`src/tdcb_pkg.sv`:
```
package tdcb_pkg;

    localparam int NUM_COMP    = 8;
    localparam int NUM_CH      = 4;
    localparam int CH_W        = 8;
    localparam int WORD_W      = NUM_CH * CH_W;
    localparam int COMP_IDX_W  = $clog2(NUM_COMP);
    localparam int PROD_W      = 2 * CH_W;
    localparam int SUM_W       = PROD_W + COMP_IDX_W;
    localparam int BLEND_SHIFT = 6;
    localparam int LVL_W       = SUM_W - BLEND_SHIFT;

    localparam int CH_RED   = 0;
    localparam int CH_GREEN = 1;
    localparam int CH_BLUE  = 2;
    localparam int CH_ALPHA = 3;

    localparam logic [CH_W-1:0] CAP_RGB   = 8'd255;
    localparam logic [CH_W-1:0] CAP_ALPHA = 8'd128;

    typedef logic [NUM_COMP-1:0][CH_W-1:0] chan_vec_t;
    typedef logic [LVL_W-1:0]               level_t;
    typedef logic [NUM_CH-1:0][LVL_W-1:0]   level_vec_t;

    typedef struct packed {
        logic [WORD_W-1:0] color_c0;
        logic [WORD_W-1:0] color_c1;
        logic [WORD_W-1:0] color_c2;
        logic [WORD_W-1:0] color_c3;
        logic [WORD_W-1:0] color_c4;
        logic [WORD_W-1:0] color_c5;
        logic [WORD_W-1:0] color_c6;
        logic [WORD_W-1:0] color_c7;
    } color_word_t;

    typedef struct packed {
        logic [CH_W-1:0] out_r;
        logic [CH_W-1:0] out_g;
        logic [CH_W-1:0] out_b;
        logic [CH_W-1:0] out_a;
    } blend_word_t;

    // Stage load enables shared by every lane
    typedef struct packed {
        logic s1_load;
        logic s2_load;
    } tdcb_ctl_t;

    function automatic logic [CH_W-1:0] sat_level(input level_t lvl, input logic [CH_W-1:0] cap);
        logic [CH_W-1:0] res;
        if (lvl > level_t'(cap))
        begin
            res = cap;
        end
        else
        begin
            res = lvl[CH_W-1:0];
        end
        return res;
    endfunction

endpackage

```
`src/tdcb_merge.sv`:
```
module tdcb_merge (
    input  logic                  clk,
    input  logic                  rst_n,
    input  logic                  s2_valid,
    input  tdcb_pkg::level_vec_t  levels,
    output logic                  load,
    output logic                  blend_valid,
    input  logic                  blend_ready,
    output tdcb_pkg::blend_word_t blend
);
    import tdcb_pkg::*;

    logic        valid_reg;
    logic        valid_next;
    blend_word_t word_reg;
    blend_word_t word_next;

    assign load = !valid_reg || blend_ready;

    always_comb
    begin
        valid_next      = load ? s2_valid : valid_reg;
        word_next.out_r = sat_level(levels[CH_RED], CAP_RGB);
        word_next.out_g = sat_level(levels[CH_GREEN], CAP_RGB);
        word_next.out_b = sat_level(levels[CH_BLUE], CAP_RGB);
        word_next.out_a = sat_level(levels[CH_ALPHA], CAP_ALPHA);
    end

    always_ff @(posedge clk or negedge rst_n)
    begin
        if (!rst_n)
        begin
            valid_reg <= 1'b0;
        end
        else
        begin
            valid_reg <= valid_next;
        end
    end

    always_ff @(posedge clk)
    begin
        if (load && s2_valid)
        begin
            word_reg <= word_next;
        end
    end

    assign blend_valid = valid_reg;
    assign blend       = word_reg;

endmodule

```
`config.mk`:
```
export PLATFORM = sky130hd
export DESIGN_NAME = tdcb_merge
export DESIGN_NICKNAME = d
export VERILOG_FILES = /design/src/tdcb_pkg.sv /design/src/tdcb_merge.sv
export SDC_FILE = /design/constraint.sdc
export NUM_CORES = 1
export LEC_CHECK = 0
export ABC_CLOCK_PERIOD_IN_PS = 1700
export BUFFER_PORTS_ARGS = -buffer_cell sky130_fd_sc_hd__buf_2
export CAP_MARGIN = 25
export CORE_UTILIZATION = 37
export CTS_BUF_LIST = sky130_fd_sc_hd__clkbuf_16
export DETAILED_ROUTE_END_ITERATION = 8
export PLACE_DENSITY = 0.84
export SYNTH_ARGS = -nofsm -noshare
export SYNTH_HDL_FRONTEND = slang
export SYNTH_SLANG_ARGS = --single-unit
```
`constraint.sdc`:
```
create_clock -name clk -period 1.7 [get_ports clk]
set_input_delay 0.17 -clock clk [delete_from_list [all_inputs] [get_ports clk]]
set_output_delay 0.17 -clock clk [all_outputs]
set_load 0.01 [all_outputs]
```
==> results.txt <==
The run finished with clean final reports. The kind of start point of the critical path is a flop. The per-instance average area after synthesis came out at 13.2 um^2. The multi-input gate area in the final layout came out at ~330 um^2. The cell count after synthesis is between 100 and 150. Ranked by total cell area, the synthesized netlist is headed by sky130_fd_sc_hd__edfxtp_1 (72%), sky130_fd_sc_hd__nor2_1 (7.6%), sky130_fd_sc_hd__nand2_1 (4.8%).

The largest fanout on the critical path is 32. The remaining global-route overflow came out at 0. In this run the horizontal extent of the chip is around 62 um.

The global-route wire length before repair came out at about 3.7 mm. The worst register-to-register path ends at blend[12]. Measured against the total synthesized area, the mux share comes to 0. The cell depth of the worst hold path is 2. Of the total synthesized cell area, the portion taken by full adders, half adders and majority gates is 0. The worst min-delay path class is in -> reg. The first detailed-routing pass ran for 4 iterations. The power density over the cells came out at about 950 nW/um^2. The floorplan core area came out at approximately 3400 um^2. Compared with the post-synthesis result, the final layout area differs by 49.7%. By area, the combinational part of the netlist is dominated by simple AND/OR/NAND/NOR gates. In this run, the number of DRC markers left after iteration 0 of detailed routing was 52. The fraction of the mapped netlist area in compound gates was 0. The endpoint class of the critical path is a flop. The number of global-route vias before repair is 921. The clock tree skew after final layout came out at around 7.6 ps. The number of nets in the synthesized netlist came out at around 160. Measured on the finished design, the core utilization comes to 0.587. In the routed design, unresolved DRC markers number 0. TritonCTS built the clock tree. The via count came out at between 1000 and 1500.

The master of the slowest instance on the critical path is sky130_fd_sc_hd__dfrtp_1. The data required time of the critical path came out at 1660 ps. The number of antenna violations at the first check in global routing is 0. The post-cts repair resize count is 0. Of the total synthesized cell area, the portion taken by XOR and XNOR cells is 0.

The repair_antennas step left the layout with diodes totalling 0. The highest clock rate came out at roughly 860 MHz. The number of inserted filler cells in the final layout is 288. The synthesized design spends more area on one cell type than any other, namely sky130_fd_sc_hd__edfxtp_1. The die covers between 3000 and 4000 um^2. Dividing the final minimum period by the clock period gives 0.681. Setup slack closes at 542 ps. The fraction of final layout cells with drive strength greater than 1 came out at 0.508. Data arrives at the worst endpoint at ~1100 ps. The reg-to-reg setup timing slack is approximately 540 ps. The final count of pins violating max slew is 0. The cell count of the worst reg-to-reg path came out at 3.

The die is slightly above 60 um tall. The leakage power is about 0.79 nW. The maximum single-stage delay on the critical path is about 370 ps. The synthesized design contains 33 register bits. The worst register-to-register path begins at blend_valid.

The CTS clock-pin slew for the worst setup and hold paths came out at about 50 ps. In the global route stage, overall resource usage came out at 0.138. The sequential cells in the finished layout cover a total of a little under 1000 um^2. Dividing the detail-routed wire length by the instance count gives roughly 11 um. The starting utilization of the core area is 0.392. Setup repair after global routing left no endpoint under its margin. The worst-case setup slack after placement came out at between 500 and 600 ps.

Traced cell by cell, the critical path runs through nand2b_1, and2_2, buf_12. The worst setup path is of the reg -> reg kind. The relative max-transition margin is 0.703. The tool flagged a number of max-cap violations equal to 0.

The number of nets with antenna violations after detailed routing came out at 0. The count of synthesis-stage warnings from yosys is 0. In this run the clock root is driven by a sky130_fd_sc_hd__clkbuf_16.

The number of setup violations in the final report is 0. The area share of the largest cell type after synthesis is 0.723. The routability congestion estimate is slightly below 0.7. The launch point of the worst hold path is s2_valid.

At the pin with the least slew margin, the transition time is about 440 ps. The post-layout minimum cycle time is between 1000 and 1500 ps. The maximum root-to-sink buffer count is 2.

For hold timing, the worst endpoint is blend_valid. The setup TNS came out at 0 ps. The synthesized netlist contains 10 unique library cells. During I/O placement, the number of pins put on the boundary was 90. The area share of and/or/nand/nor cells after synthesis came out at 0.250. TritonCTS created 5 clock buffers.

The hold violation total from the final report is 0. The synthesized netlist occupies a cell area of 1330 um^2. After floorplanning, the core was divided into 21 placement rows.

The count of clock tree sinks is 33. After detailed routing, the number of vias per cell comes to 4.51. The depth of the CTS H-tree is 2. The summed area of non-filler cells in the final layout came out at 1990 um^2.

The largest net degree at the start of global routing came out at 33. After detailed routing, the total wire length is 2.56 mm. The cell family contributing the most delay on the critical path is flip-flops.

The clock insertion delay at the later pin of the skew report came out at ~270 ps. The share of synthesized area occupied by flip-flops and latches is 0.742. Once detailed placement completed, the half-perimeter wirelength came to between 1.5 and 2 mm.

The number of port buffers came out at a little under 90. The placed cell area came out at between 1500 and 2000 um^2. The number of nets in the layout came out at 252. The worst supply voltage drop on vdd came out at roughly 0.00054 V. The number of buffers and inverters on the critical path is 1.
==> layout by cell type (no fill, tap or decap) <==
cell type	instances
sky130_fd_sc_hd__and2_2	1
sky130_fd_sc_hd__and3_1	7
sky130_fd_sc_hd__buf_12	1
sky130_fd_sc_hd__buf_2	89
sky130_fd_sc_hd__clkbuf_16	5
sky130_fd_sc_hd__clkinv_1	2
sky130_fd_sc_hd__clkinv_2	1
sky130_fd_sc_hd__dfrtp_1	1
sky130_fd_sc_hd__dlygate4sd3_1	1
sky130_fd_sc_hd__edfxtp_1	32
sky130_fd_sc_hd__nand2_1	17
sky130_fd_sc_hd__nand2b_1	2
sky130_fd_sc_hd__nand3_1	8
sky130_fd_sc_hd__nor2_1	27
sky130_fd_sc_hd__nor4_4	3
==> repair_timing <==
action / in CTS / in global routing
hold buffers: 1 / 0
endpoints found under the hold margin: 1 / 0
setup buffers: 0 / 0
==> how the worst max path moves through the flow <==
| stage | from | end | slack, ps | cells past startpoint |
|---|---|---|---|---|
| 6_report | blend_valid | blend[12] | 540 | 3 |
| 5_1_grt | blend_valid | blend[10] | 480 | 3 |
| 2_1_floorplan | blend_valid | blend[0] | 250 | 2 |
| 3_3_place_gp | blend_valid | blend[8] | 580 | 3 |
| 4_1_cts | blend_valid | blend[9] | 530 | 3 |
| 3_5_place_dp | levels[24] | blend[18] | 550 | 3 |
==> state kept, by name (all words and copies together) (netlist names) <==
| name | cells |
|---|---|
| blend_valid | 1 |
| blend | 32 |
==> cells by family (layout without fill, tap and decap cells) <==
family | count (synthesis) | after routing
flip-flops | 33 | 33
buffers and inverters | 3 | 99
AND/OR/NAND/NOR | 65 | 65
==> stage by stage <==
step	total power, mW	instances	hold slack (ps)
global route	1.98	243	113
detailed placement	1.11	234	-53.7
finish	1.89	243	97.2
global placement	1.10	234	-53.6
floorplan	1.00	101	-126
CTS	1.91	243	94.8
==> where the power goes <==
part	leakage [nW]	internal, mW	switching, mW
Sequential	0.266	0.915	0.00436
Clock	0.0687	0.526	0.275
Combinational	0.453	0.0811	0.0908
==> area by class of cell <==
class	instances	share of cell area
flip-flops and latches	33	0.496
repair buffers	91	0.239
clock inverters	3	0.00629
well taps	46	0.0289
multi-input cells	65	0.167
clock buffers	5	0.0629
==> cells in the mapped netlist <==
cell,n
sky130_fd_sc_hd__nand3_1,8
sky130_fd_sc_hd__nand2_1,17
sky130_fd_sc_hd__nor4_4,3
sky130_fd_sc_hd__nand2b_1,2
sky130_fd_sc_hd__dfrtp_1,1
sky130_fd_sc_hd__clkbuf_1,3
sky130_fd_sc_hd__edfxtp_1,32
sky130_fd_sc_hd__and2_1,1
sky130_fd_sc_hd__nor2_1,27
sky130_fd_sc_hd__and3_1,7
==> routing by layer <==
layer / share of wire / up-vias / track usage
met4: 0.0074 / 0 / 0.0571
met1: 0.44 / 469 / 0.150
met2: 0.44 / 79 / 0.233
met5: 0 / - / 0
met3: 0.12 / 2 / 0.0621
li1: - / 547 / -
No activity file was read; power rests on OpenSTA's default activity.
