<file path="src/tdcb_pkg.sv">
package tdcb_pkg;

    localparam int NUM_COMP    = 8;
    localparam int NUM_CH      = 4;
    localparam int CH_W        = 8;
    localparam int WORD_W      = NUM_CH * CH_W;
    localparam int COMP_IDX_W  = $clog2(NUM_COMP);
    localparam int PROD_W      = 2 * CH_W;
    localparam int SUM_W       = PROD_W + COMP_IDX_W;
    localparam int BLEND_SHIFT = 6;
    localparam int LVL_W       = SUM_W - BLEND_SHIFT;

    localparam int CH_RED   = 0;
    localparam int CH_GREEN = 1;
    localparam int CH_BLUE  = 2;
    localparam int CH_ALPHA = 3;

    localparam logic [CH_W-1:0] CAP_RGB   = 8'd255;
    localparam logic [CH_W-1:0] CAP_ALPHA = 8'd128;

    typedef logic [NUM_COMP-1:0][CH_W-1:0] chan_vec_t;
    typedef logic [LVL_W-1:0]               level_t;
    typedef logic [NUM_CH-1:0][LVL_W-1:0]   level_vec_t;

    typedef struct packed {
        logic [WORD_W-1:0] color_c0;
        logic [WORD_W-1:0] color_c1;
        logic [WORD_W-1:0] color_c2;
        logic [WORD_W-1:0] color_c3;
        logic [WORD_W-1:0] color_c4;
        logic [WORD_W-1:0] color_c5;
        logic [WORD_W-1:0] color_c6;
        logic [WORD_W-1:0] color_c7;
    } color_word_t;

    typedef struct packed {
        logic [CH_W-1:0] out_r;
        logic [CH_W-1:0] out_g;
        logic [CH_W-1:0] out_b;
        logic [CH_W-1:0] out_a;
    } blend_word_t;

    // Stage load enables shared by every lane
    typedef struct packed {
        logic s1_load;
        logic s2_load;
    } tdcb_ctl_t;

    function automatic logic [CH_W-1:0] sat_level(input level_t lvl, input logic [CH_W-1:0] cap);
        logic [CH_W-1:0] res;
        if (lvl > level_t'(cap))
        begin
            res = cap;
        end
        else
        begin
            res = lvl[CH_W-1:0];
        end
        return res;
    endfunction

endpackage

</file>
<file path="src/tdcb_lane.sv">
module tdcb_lane (
    input  logic                clk,
    input  tdcb_pkg::tdcb_ctl_t ctl,
    input  tdcb_pkg::chan_vec_t color,
    input  tdcb_pkg::chan_vec_t weight,
    output tdcb_pkg::level_t    level
);
    import tdcb_pkg::*;

    logic [PROD_W-1:0] prod_reg [NUM_COMP];
    logic [SUM_W-1:0]  sum_next;
    logic [SUM_W-1:0]  sum_reg;

    // Stage 1: one product per component
    always_ff @(posedge clk)
    begin
        if (ctl.s1_load)
        begin
            for (int k = 0; k < NUM_COMP; k++)
            begin
                prod_reg[k] <= PROD_W'(color[k]) * PROD_W'(weight[k]);
            end
        end
    end

    // Stage 2: full-width sum, never wraps
    always_comb
    begin
        sum_next = '0;
        for (int k = 0; k < NUM_COMP; k++)
        begin
            sum_next = sum_next + SUM_W'(prod_reg[k]);
        end
    end

    always_ff @(posedge clk)
    begin
        if (ctl.s2_load)
        begin
            sum_reg <= sum_next;
        end
    end

    assign level = sum_reg[SUM_W-1:BLEND_SHIFT];

endmodule

</file>
<file path="config.mk">
export PLATFORM = sky130hd
export DESIGN_NAME = tdcb_lane
export DESIGN_NICKNAME = d
export VERILOG_FILES = /design/src/tdcb_pkg.sv /design/src/tdcb_lane.sv
export SDC_FILE = /design/constraint.sdc
export NUM_CORES = 1
export LEC_CHECK = 0
export BUFFER_PORTS_ARGS = -buffer_cell sky130_fd_sc_hd__buf_4
export CAP_MARGIN = 20
export CELL_PAD_IN_SITES_DETAIL_PLACEMENT = 1
export CELL_PAD_IN_SITES_GLOBAL_PLACEMENT = 2
export CORE_MARGIN = 5
export CORE_UTILIZATION = 45
export DETAILED_ROUTE_END_ITERATION = 8
export PLACE_DENSITY_LB_ADDON = 0.25
export SLEW_MARGIN = 10
export SYNTH_ARGS = -nofsm -noshare
export SYNTH_HDL_FRONTEND = slang
export SYNTH_SLANG_ARGS = --single-unit
</file>
<file path="constraint.sdc">
create_clock -name clk -period 12.9 [get_ports clk]
set_input_delay 0 -clock clk [delete_from_list [all_inputs] [get_ports clk]]
set_output_delay 0 -clock clk [all_outputs]
set_load 0.01 [all_outputs]
</file>
==> results by group, run 1 <==
Status
  – Status: complete, no violations

Yosys
  – Synth top area share: 0.319
  – EDFF count, synth: 141
  – Post-synthesis simple-gate area fraction: 0.155
  – Cell taking the most area after synthesis: fa_1
  – Area contributors post-synth: fa_1 32%, edfxtp_1 18%, ha_1 16%
  – Largest family of logic cells by synthesized area: adder cells
  – #FFs+latches synth: 141
  – Async S/R FF share, synth: 0
  – Mapped cell area: 23,900 sq um
  – Post-Synth Adder-Cell Area: 0.479
  – Multiplexer share of the synthesized area: 0.000837
  – Yosys warnings: 0
  – Seq/Total Area, Yosys: 0.177
  – Most used DFF post-synth: edfxtp_1
  – Syn avg cell area: 9.94 sq um
  – Cell variety after synth: 44
  – Area share of xor/xnor cells in the synthesized design: 0.0359
  – Synth Area in Compound Gates: 0.0574
  – Mapped Nets: 3,224
  – Synth Instances: 2,406

Clocking
  – TritonCTS clock tree: done
  – Post-CTS Setup Inserts: 0
  – Clk Latency, worst-skew pair: 0.43 ns
  – TritonCTS Buffers: 17
  – CTS root buf: clkbuf_16
  – H-tree depth: 4
  – Clock Sinks: 141
  – Clock slew at reported path FFs: 0.07 ns
  – Post-cts sizing count: 0
  – Clock buffer depth: 2

STA
  – RSZ-0062 raised after global routing: false
  – Final Hold Viols: 0
  – Worst Skew: 0.0123 ns
  – Worst slew margin: 0.306
  – Final slew viol count: 0
  – Fmax: 211 MHz
  – Crit path time final: 4.74 ns
  – Endpoints failing setup: 0
  – Worst slew pin tran: 1.04 ns
  – Fin crit share: 0.367
  – Setup TNS Final: 0 ns

Routing
  – Vias per cell: 5.00
  – Routed WL: 57,800 um
  – DR pass1 iterations: 5
  – Wire per inst: 17.6 um
  – Routed Antenna Nets: 0
  – DRC: 0
  – Total number of vias: 16,400
  – DRT iter0 DRCs: 582

Worst setup path
  – Crit path arrival time: 4.92 ns
  – CP Max Fanout: 5
  – Kind of critical path: reg -> reg
  – Crit. End Element: flop
  – CP required: 13.08 ns
  – Startpoint Class: flop

Finish
  – Diodes inserted: 0
  – Final Net Count: 3,398
  – Max reg flops: 128
  – Layout cell share with drive strength beyond 1: 0.0702
  – Synth-to-layout area growth: 11.2%
  – Most common cell after layout, fill and taps aside: inv_1
  – Most frequent cells in the layout: 606 x inv_1, 433 x and2_1, 381 x fa_1

Flow run
  – Max-cap violations: 0

Placement
  – HPWL Detailed: 49,600 um
  – Placer Congestion: 0.834
  – IO buf count: 143

Global routing
  – Grt ovf: 0
  – Global-route wire length before repair: 97,000 um
  – Initial antenna violation count: 0
  – Largest net degree at the start of global routing: 79
  – Vias in the first global route: 18,700
  – GRT Total Usage: 0.209

Floorplan
  – Starting density of the core: 0.454
  – Core Footprint: 52,700 sq um
  – # rows: 84
  – Die Wd: 241 um
  – Number of I/O pins: 144
  – Die height: 241 um
  – Total die area: 57,900 sq um

Worst hold path
  – Worst Hold Class: in -> reg
## Yosys cell counts, types with 7 or more instances
cell / instances
o21ai_0: 44
a21o_1: 32
inv_1: 606
nand2_1: 111
nor2_1: 50
o211ai_1: 10
nor2b_1: 15
nand3_1: 7
nand2b_1: 10
ha_1: 306
and2_1: 433
nor3_1: 14
fa_1: 381
xor2_1: 20
o21bai_1: 8
o21a_1: 15
xnor2_1: 78
a21oi_1: 62
a211oi_1: 8
edfxtp_1: 141
## path summary, 6_finish.rpt
kind,from,endpoint,slack (ns),cells past startpoint
hold reg to reg,prod_reg[3][15],sum_reg[18],1.02,4
hold / removal,weight[40],prod_reg[2][16],0.009,2
setup reg to reg,prod_reg[3][23],sum_reg[18],8.16,15
setup / recovery,prod_reg[3][23],sum_reg[18],8.16,15
## logic make-up after synthesis
group | after synthesis
buffers and inverters | 606
AO/OA/AOI/OAI | 214
adder cells (fa/ha/maj) | 687
multiplexers | 2
AND/OR/NAND/NOR | 658
XOR/XNOR | 98
flip-flops | 141
## worst max-delay path, cell delays in order (launching register included)
cell and delay [ns]:
edfxtp_1 0.33, inv_1 0.07, fa_1 0.55, inv_1 0.06
fa_1 0.50, fa_1 0.51, inv_1 0.05, fa_1 0.47
inv_1 0.04, ha_1 0.34, a211o_1 0.28, a21oi_1 0.13
o21ai_0 0.09, a221oi_1 0.57, o21ai_0 0.27, a21o_1 0.24
## layout make-up
type | instances | area, sq um
fill | 5921 | 26100
multi-input combinational | 1659 | 17400
sequential | 141 | 4230
inverter | 606 | 2270
timing repair buffer | 155 | 1190
tap | 688 | 861
clock buffer | 19 | 433
clock inverter | 13 | 190
## per-layer routing
metal | global-route usage | up-vias | routed length [um]
li1 | - | 7771 | -
met1 | 0.276 | 8446 | 25500
met2 | 0.386 | 154 | 30500
met3 | 0.0176 | 33 | 1210
met4 | 0.0289 | 0 | 599
met5 | 0 | - | 0
## metrics by stage
stage / instance area, sq um / hold WS (ns) / util / worst slack [ns] / cells
finish: 26600 / 0.00893 / 0.505 / 8.16 / 3281
global route: 26600 / 0.0200 / 0.505 / 7.90 / 3281
CTS: 26600 / 0.00319 / 0.505 / 8.14 / 3281
detailed placement: 25900 / 0.371 / 0.491 / 8.20 / 3238
global placement: 25900 / 0.359 / 0.491 / 8.33 / 3238
floorplan: 23900 / 0.112 / - / 8.58 / 2406
## repair_timing
item / CTS / global route
setup endpoints to repair: 0 / 0
hold buffers: 11 / 0
hold endpoints to repair: 18 / 0
Power of run 1 is left out: the tool's default activity adds up to more than one toggle a clock period on the data nets, which glitch-free logic cannot reach.
==> run 2, diff against run 1 <==
- CORE_UTILIZATION: 45 -> 38
- clock period: 12.9 -> 4.3 ns (I/O delays scaled with it)
==> run 2 against run 1 <==
Against the previous run: the run now ends with setup timing left; critical endpoint is now sum_reg[13]; count of clock-buffer cells in the layout is 2 lower; design area up 1.8%; utilization decreased by 7.3 points.
==> results by group, run 2 (synthesis results as in run 1) <==
STA
  – Final Hold Viols: 0
  – Final worst slack: -0.211 ns
  – Worst Skew: 0.00665 ns
  – Setup TNS Final: -0.299 ns
  – Worst slew margin: 0.312
  – Final slew viol count: 0
  – Crit path time final: 4.51 ns
  – Fmax: 222 MHz
  – Fin crit share: 1.05
  – Endpoints failing setup: 3
  – Worst slew pin tran: 1.03 ns
  – RSZ-0062 raised after global routing: true

Placement
  – HPWL Detailed: 50,600 um
  – IO buf count: 143
  – Placer Congestion: 0.794
  – Inst Count DP: 3,425

Global routing
  – Global-route wire length before repair: 97,600 um
  – Vias in the first global route: 18,800
  – Grt ovf: 0
  – GRT Total Usage: 0.178
  – Initial antenna violation count: 0
  – Largest net degree at the start of global routing: 77

Worst setup path
  – Crit path arrival time: 4.79 ns
  – CP required: 4.58 ns
  – Startpoint Class: flop
  – Kind of critical path: reg -> reg
  – CP Max Fanout: 2
  – Crit. End Element: flop

Worst hold path
  – Worst Hold Class: in -> reg

Routing
  – Routed WL: 58,400 um
  – Wire per inst: 16.8 um
  – Top Metal Used: met4
  – DRC: 0
  – DRT iter0 DRCs: 474
  – Met1 wire length: 25,800 um
  – DR pass1 iterations: 4
  – Total number of vias: 16,300
  – Routed Antenna Nets: 0
  – Detail Route met2 WL: 30,200 um
  – Metal3 WL: 1040 um
  – Vias per cell: 4.71

Floorplan
  – Number of I/O pins: 144
  – Starting density of the core: 0.381
  – Total die area: 68,100 sq um
  – Die height: 261 um
  – Core Footprint: 62,700 sq um
  – Die Wd: 261 um
  – # rows: 92

Finish
  – Final Net Count: 3,429
  – Layout cell share with drive strength beyond 1: 0.0896
  – Diodes inserted: 0
  – Register area: 4230 sq um
  – Area of the multi-input gates: 17,500 sq um
  – Most common cell after layout, fill and taps aside: inv_1
  – FILL cells: 7,165
  – Synth-to-layout area growth: 13.2%
  – Most frequent cells in the layout: 600 x inv_1, 433 x and2_1, 379 x fa_1
  – Max reg flops: 128
  – Final Non-Filler Cells: 3,469

Clocking
  – TritonCTS clock tree: done
  – H-tree depth: 4
  – Clock buffer depth: 2
  – Clk Latency, worst-skew pair: 0.42 ns
  – TritonCTS Buffers: 17
  – Clock Sinks: 141
  – CTS root buf: clkbuf_16
  – Clock slew at reported path FFs: 0.06 ns

Status
  – Failing checks: setup timing
  – Status: complete, but fails checks

Flow run
  – Max-cap violations: 0
[run 2: what timing repair did]
| action | CTS | global route |
|---|---|---|
| setup buffers | 1 | 0 |
| pin swaps | 4 | 5 |
| resized for setup | 8 | 19 |
| hold buffers | 12 | 0 |
| endpoints found under the setup margin | 6 | 10 |
| endpoints found under the hold margin | 19 | 0 |
[run 2: final timing paths]
kind	slack [ns]	start	cells after the start	to
min reg2reg	1.06	prod_reg[3][15]	4	sum_reg[18]
max reg2reg	-0.21	prod_reg[0][3]	15	sum_reg[13]
min	0.02	color[8]	2	prod_reg[0][16]
max	-0.21	prod_reg[0][3]	15	sum_reg[13]
[run 2: per-stage QoR]
stage | area [sq um] | util | worst slack [ns] | hold WS, ns
floorplan | 23900 | - | 0.00348 | 0.112
CTS | 27000 | 0.430 | -0.197 | 0.00671
global placement | 26300 | 0.419 | -0.165 | 0.361
global route | 27100 | 0.432 | -0.308 | 0.0292
finish | 27100 | 0.432 | -0.211 | 0.0175
detailed placement | 26300 | 0.419 | -0.253 | 0.373
[run 2: final cells by class]
class | instances | share of cell area
Inverter | 606 | 0.0840
Timing Repair Buffer | 186 | 0.0528
Clock inverter | 14 | 0.00494
Sequential cell | 141 | 0.156
Tap cell | 846 | 0.0391
Clock buffer | 17 | 0.0157
Multi-Input combinational cell | 1659 | 0.647
[run 2: layer usage]
layer	track usage	vias up
li1	-	7826
met1	0.230	8330
met2	0.324	127
met3	0.0160	42
met4	0.0449	0
met5	0	-
[run 2: worst max-delay path, cell delays in order (launching register included)]
cell	delay [ns]
edfxtp_1	0.35
inv_2	0.05
fa_1	0.55
inv_2	0.05
fa_1	0.47
fa_1	0.51
inv_1	0.05
fa_1	0.48
inv_1	0.05
ha_2	0.17
a211o_1	0.28
a31oi_4	0.20
nor3_2	0.06
or4_4	0.53
or4b_1	0.47
nand4b_1	0.10
Power of run 2 is left out for the same reason.
==> run 3, diff against run 2 <==
- SETUP_SLACK_MARGIN: unset -> 0.2
==> run 3 against run 2 <==
Against the previous run: the flow still finishes with violations (setup timing); die area stayed put; register-to-register slack improved by 0.16 ns; sequential share of layout area hardly changed; non-clock buffer count is 2 lower; count of clock-buffer cells in the layout is the same; setup slack better by 0.16 ns; via count rose by 0.39%; clock skew increased by 0.012 ns; utilization about the same; critical path type unchanged.
==> results by group, run 3 (synthesis results as in run 1) <==
Finish
  – Area of the multi-input gates: 17,500 sq um
  – Final Net Count: 3,427
  – Max reg flops: 128
  – Synth-to-layout area growth: 13.2%
  – Most common cell after layout, fill and taps aside: inv_1
  – Layout cell share with drive strength beyond 1: 0.0873
  – Register area: 4230 sq um
  – Final Non-Filler Cells: 3,468
  – Most frequent cells in the layout: 602 x inv_1, 433 x and2_1, 381 x fa_1
  – Diodes inserted: 0
  – FILL cells: 7,134

Worst setup path
  – CP Max Fanout: 2
  – Slowest cell on crit path: fa_1
  – Max stage delay on crit path: 0.55 ns
  – Critical R2R Capture: sum_reg[13]
  – Buf+Inv Stages, Crit Path: 4
  – Crit path arrival time: 4.67 ns
  – Kind of critical path: reg -> reg
  – Delay-heaviest family, CP: adder cells
  – Cell mode on critical path: fa_1
  – Crit. End Element: flop
  – CP Cell Sequence: inv_2 > fa_1 > inv_2 > fa_1 > fa_1 > inv_1 > fa_1 > inv_2 > ha_4 > a211o_1 > a31oi_4 > nor3_2 > or4_4 > or4b_1 > nand4b_1
  – R2R Setup Slk: -0.05 ns
  – R2R Path Start: prod_reg[3][19]
  – CP required: 4.62 ns
  – Startpoint Class: flop
  – R2R depth: 15

Clocking
  – TritonCTS clock tree: done
  – Clock buffer depth: 2
  – Clk Latency, worst-skew pair: 0.45 ns
  – H-tree depth: 4
  – TritonCTS Buffers: 17
  – CTS root buf: clkbuf_16
  – Clock slew at reported path FFs: 0.07 ns
  – Clock Sinks: 141

Placement
  – Placer Congestion: 0.842
  – HPWL Detailed: 50,800 um
  – IO buf count: 143
  – Inst Count DP: 3,420

STA
  – Worst Skew: 0.0183 ns
  – Fmax: 230 MHz
  – Final slew viol count: 0
  – Final Hold Viols: 0
  – Final worst slack: -0.0503 ns
  – Crit path time final: 4.35 ns
  – Endpoints failing setup: 1
  – RSZ-0062 raised after global routing: true
  – Worst slew margin: 0.487
  – Worst slew pin tran: 0.770 ns
  – Fin crit share: 1.01

Routing
  – Wire per inst: 16.8 um
  – Routed Antenna Nets: 0
  – Total number of vias: 16,400
  – DR pass1 iterations: 4
  – DRC: 0
  – Routed WL: 58,200 um
  – Vias per cell: 4.73
  – DRT iter0 DRCs: 546

Worst hold path
  – Hold path cells: 2
  – Worst Hold Class: in -> reg
  – Hold_sp: color[32]
  – WHS Endpoint: prod_reg[2][0]

Status
  – Failing checks: setup timing
  – Status: complete, but fails checks

Floorplan
  – Starting density of the core: 0.381
  – Number of I/O pins: 144
  – Die Wd: 261 um
  – Core Footprint: 62,700 sq um
  – Total die area: 68,100 sq um
  – # rows: 92
  – Die height: 261 um

Flow run
  – Max-cap violations: 0

Global routing
  – Grt ovf: 0
  – GRT Total Usage: 0.180
  – Vias in the first global route: 18,900
  – Global-route wire length before repair: 98,300 um
  – Largest net degree at the start of global routing: 56
  – Initial antenna violation count: 0
-- run 3: cell count changes in the layout (fill, tap and decap cells not counted), sizes merged --
cell	change
bufinv	-1
buf	-5
dlygate4sd3	+3
clkinv	+2
clkinvlp	-4
inv	+4
-- run 3: how the worst max path moves through the flow --
stage,start,to,slack (ns),cells after the start
finish,prod_reg[3][19],sum_reg[13],-0.05,15
global route,prod_reg[3][19],sum_reg[13],-0.20,15
CTS,prod_reg[3][19],sum_reg[13],-0.08,15
detailed placement,color[3],prod_reg[0][15],-0.14,15
global placement,color[5],prod_reg[0][15],-0.17,16
floorplan,prod_reg[3][24],sum_reg[13],0.12,15
-- run 3: stage by stage --
step	TNS, ns	instance area, sq um	setup WS (ns)	utilization	hold slack [ns]
floorplan	0	23900	0.123	-	0.112
global placement	-0.260	26300	-0.173	0.419	0.364
detailed placement	-0.347	26300	-0.142	0.419	0.377
CTS	-0.0862	27100	-0.0762	0.431	0.0253
global route	-0.943	27100	-0.205	0.432	0.0233
finish	-0.0503	27100	-0.0503	0.432	0.0313
-- run 3: final cells by class --
| class | count | area share |
|---|---|---|
| Tap cell | 846 | 0.0391 |
| Clock buffer | 17 | 0.0157 |
| Multi-Input combinational cell | 1659 | 0.647 |
| Sequential cell | 141 | 0.156 |
| Inverter | 606 | 0.0840 |
| Clock inverter | 15 | 0.00526 |
| Timing Repair Buffer | 184 | 0.0525 |
-- run 3: worst register-to-register path: cells and delay by family (launching register included) --
family,cells,cell delay [ns]
fa+ha+maj,5,2.18
simple gates,4,1.06
compound gates,2,0.46
flops,1,0.34
buf+inv,4,0.18
-- run 3: what timing repair did --
item,CTS,global route
gates resized for setup,15,9
hold endpoints to repair,20,0
hold buffers,15,0
pin swaps,4,2
endpoints found under the setup margin,12,16
setup buffers,1,0
-- run 3: metal layers --
metal,wire length [um],GRT usage,share of wire
met1,25900,0.232,0.44
met2,30600,0.333,0.53
met3,960,0.0147,0.017
met4,746,0.0339,0.013
met5,0,0,0
Power of run 3 is left out for the same reason.
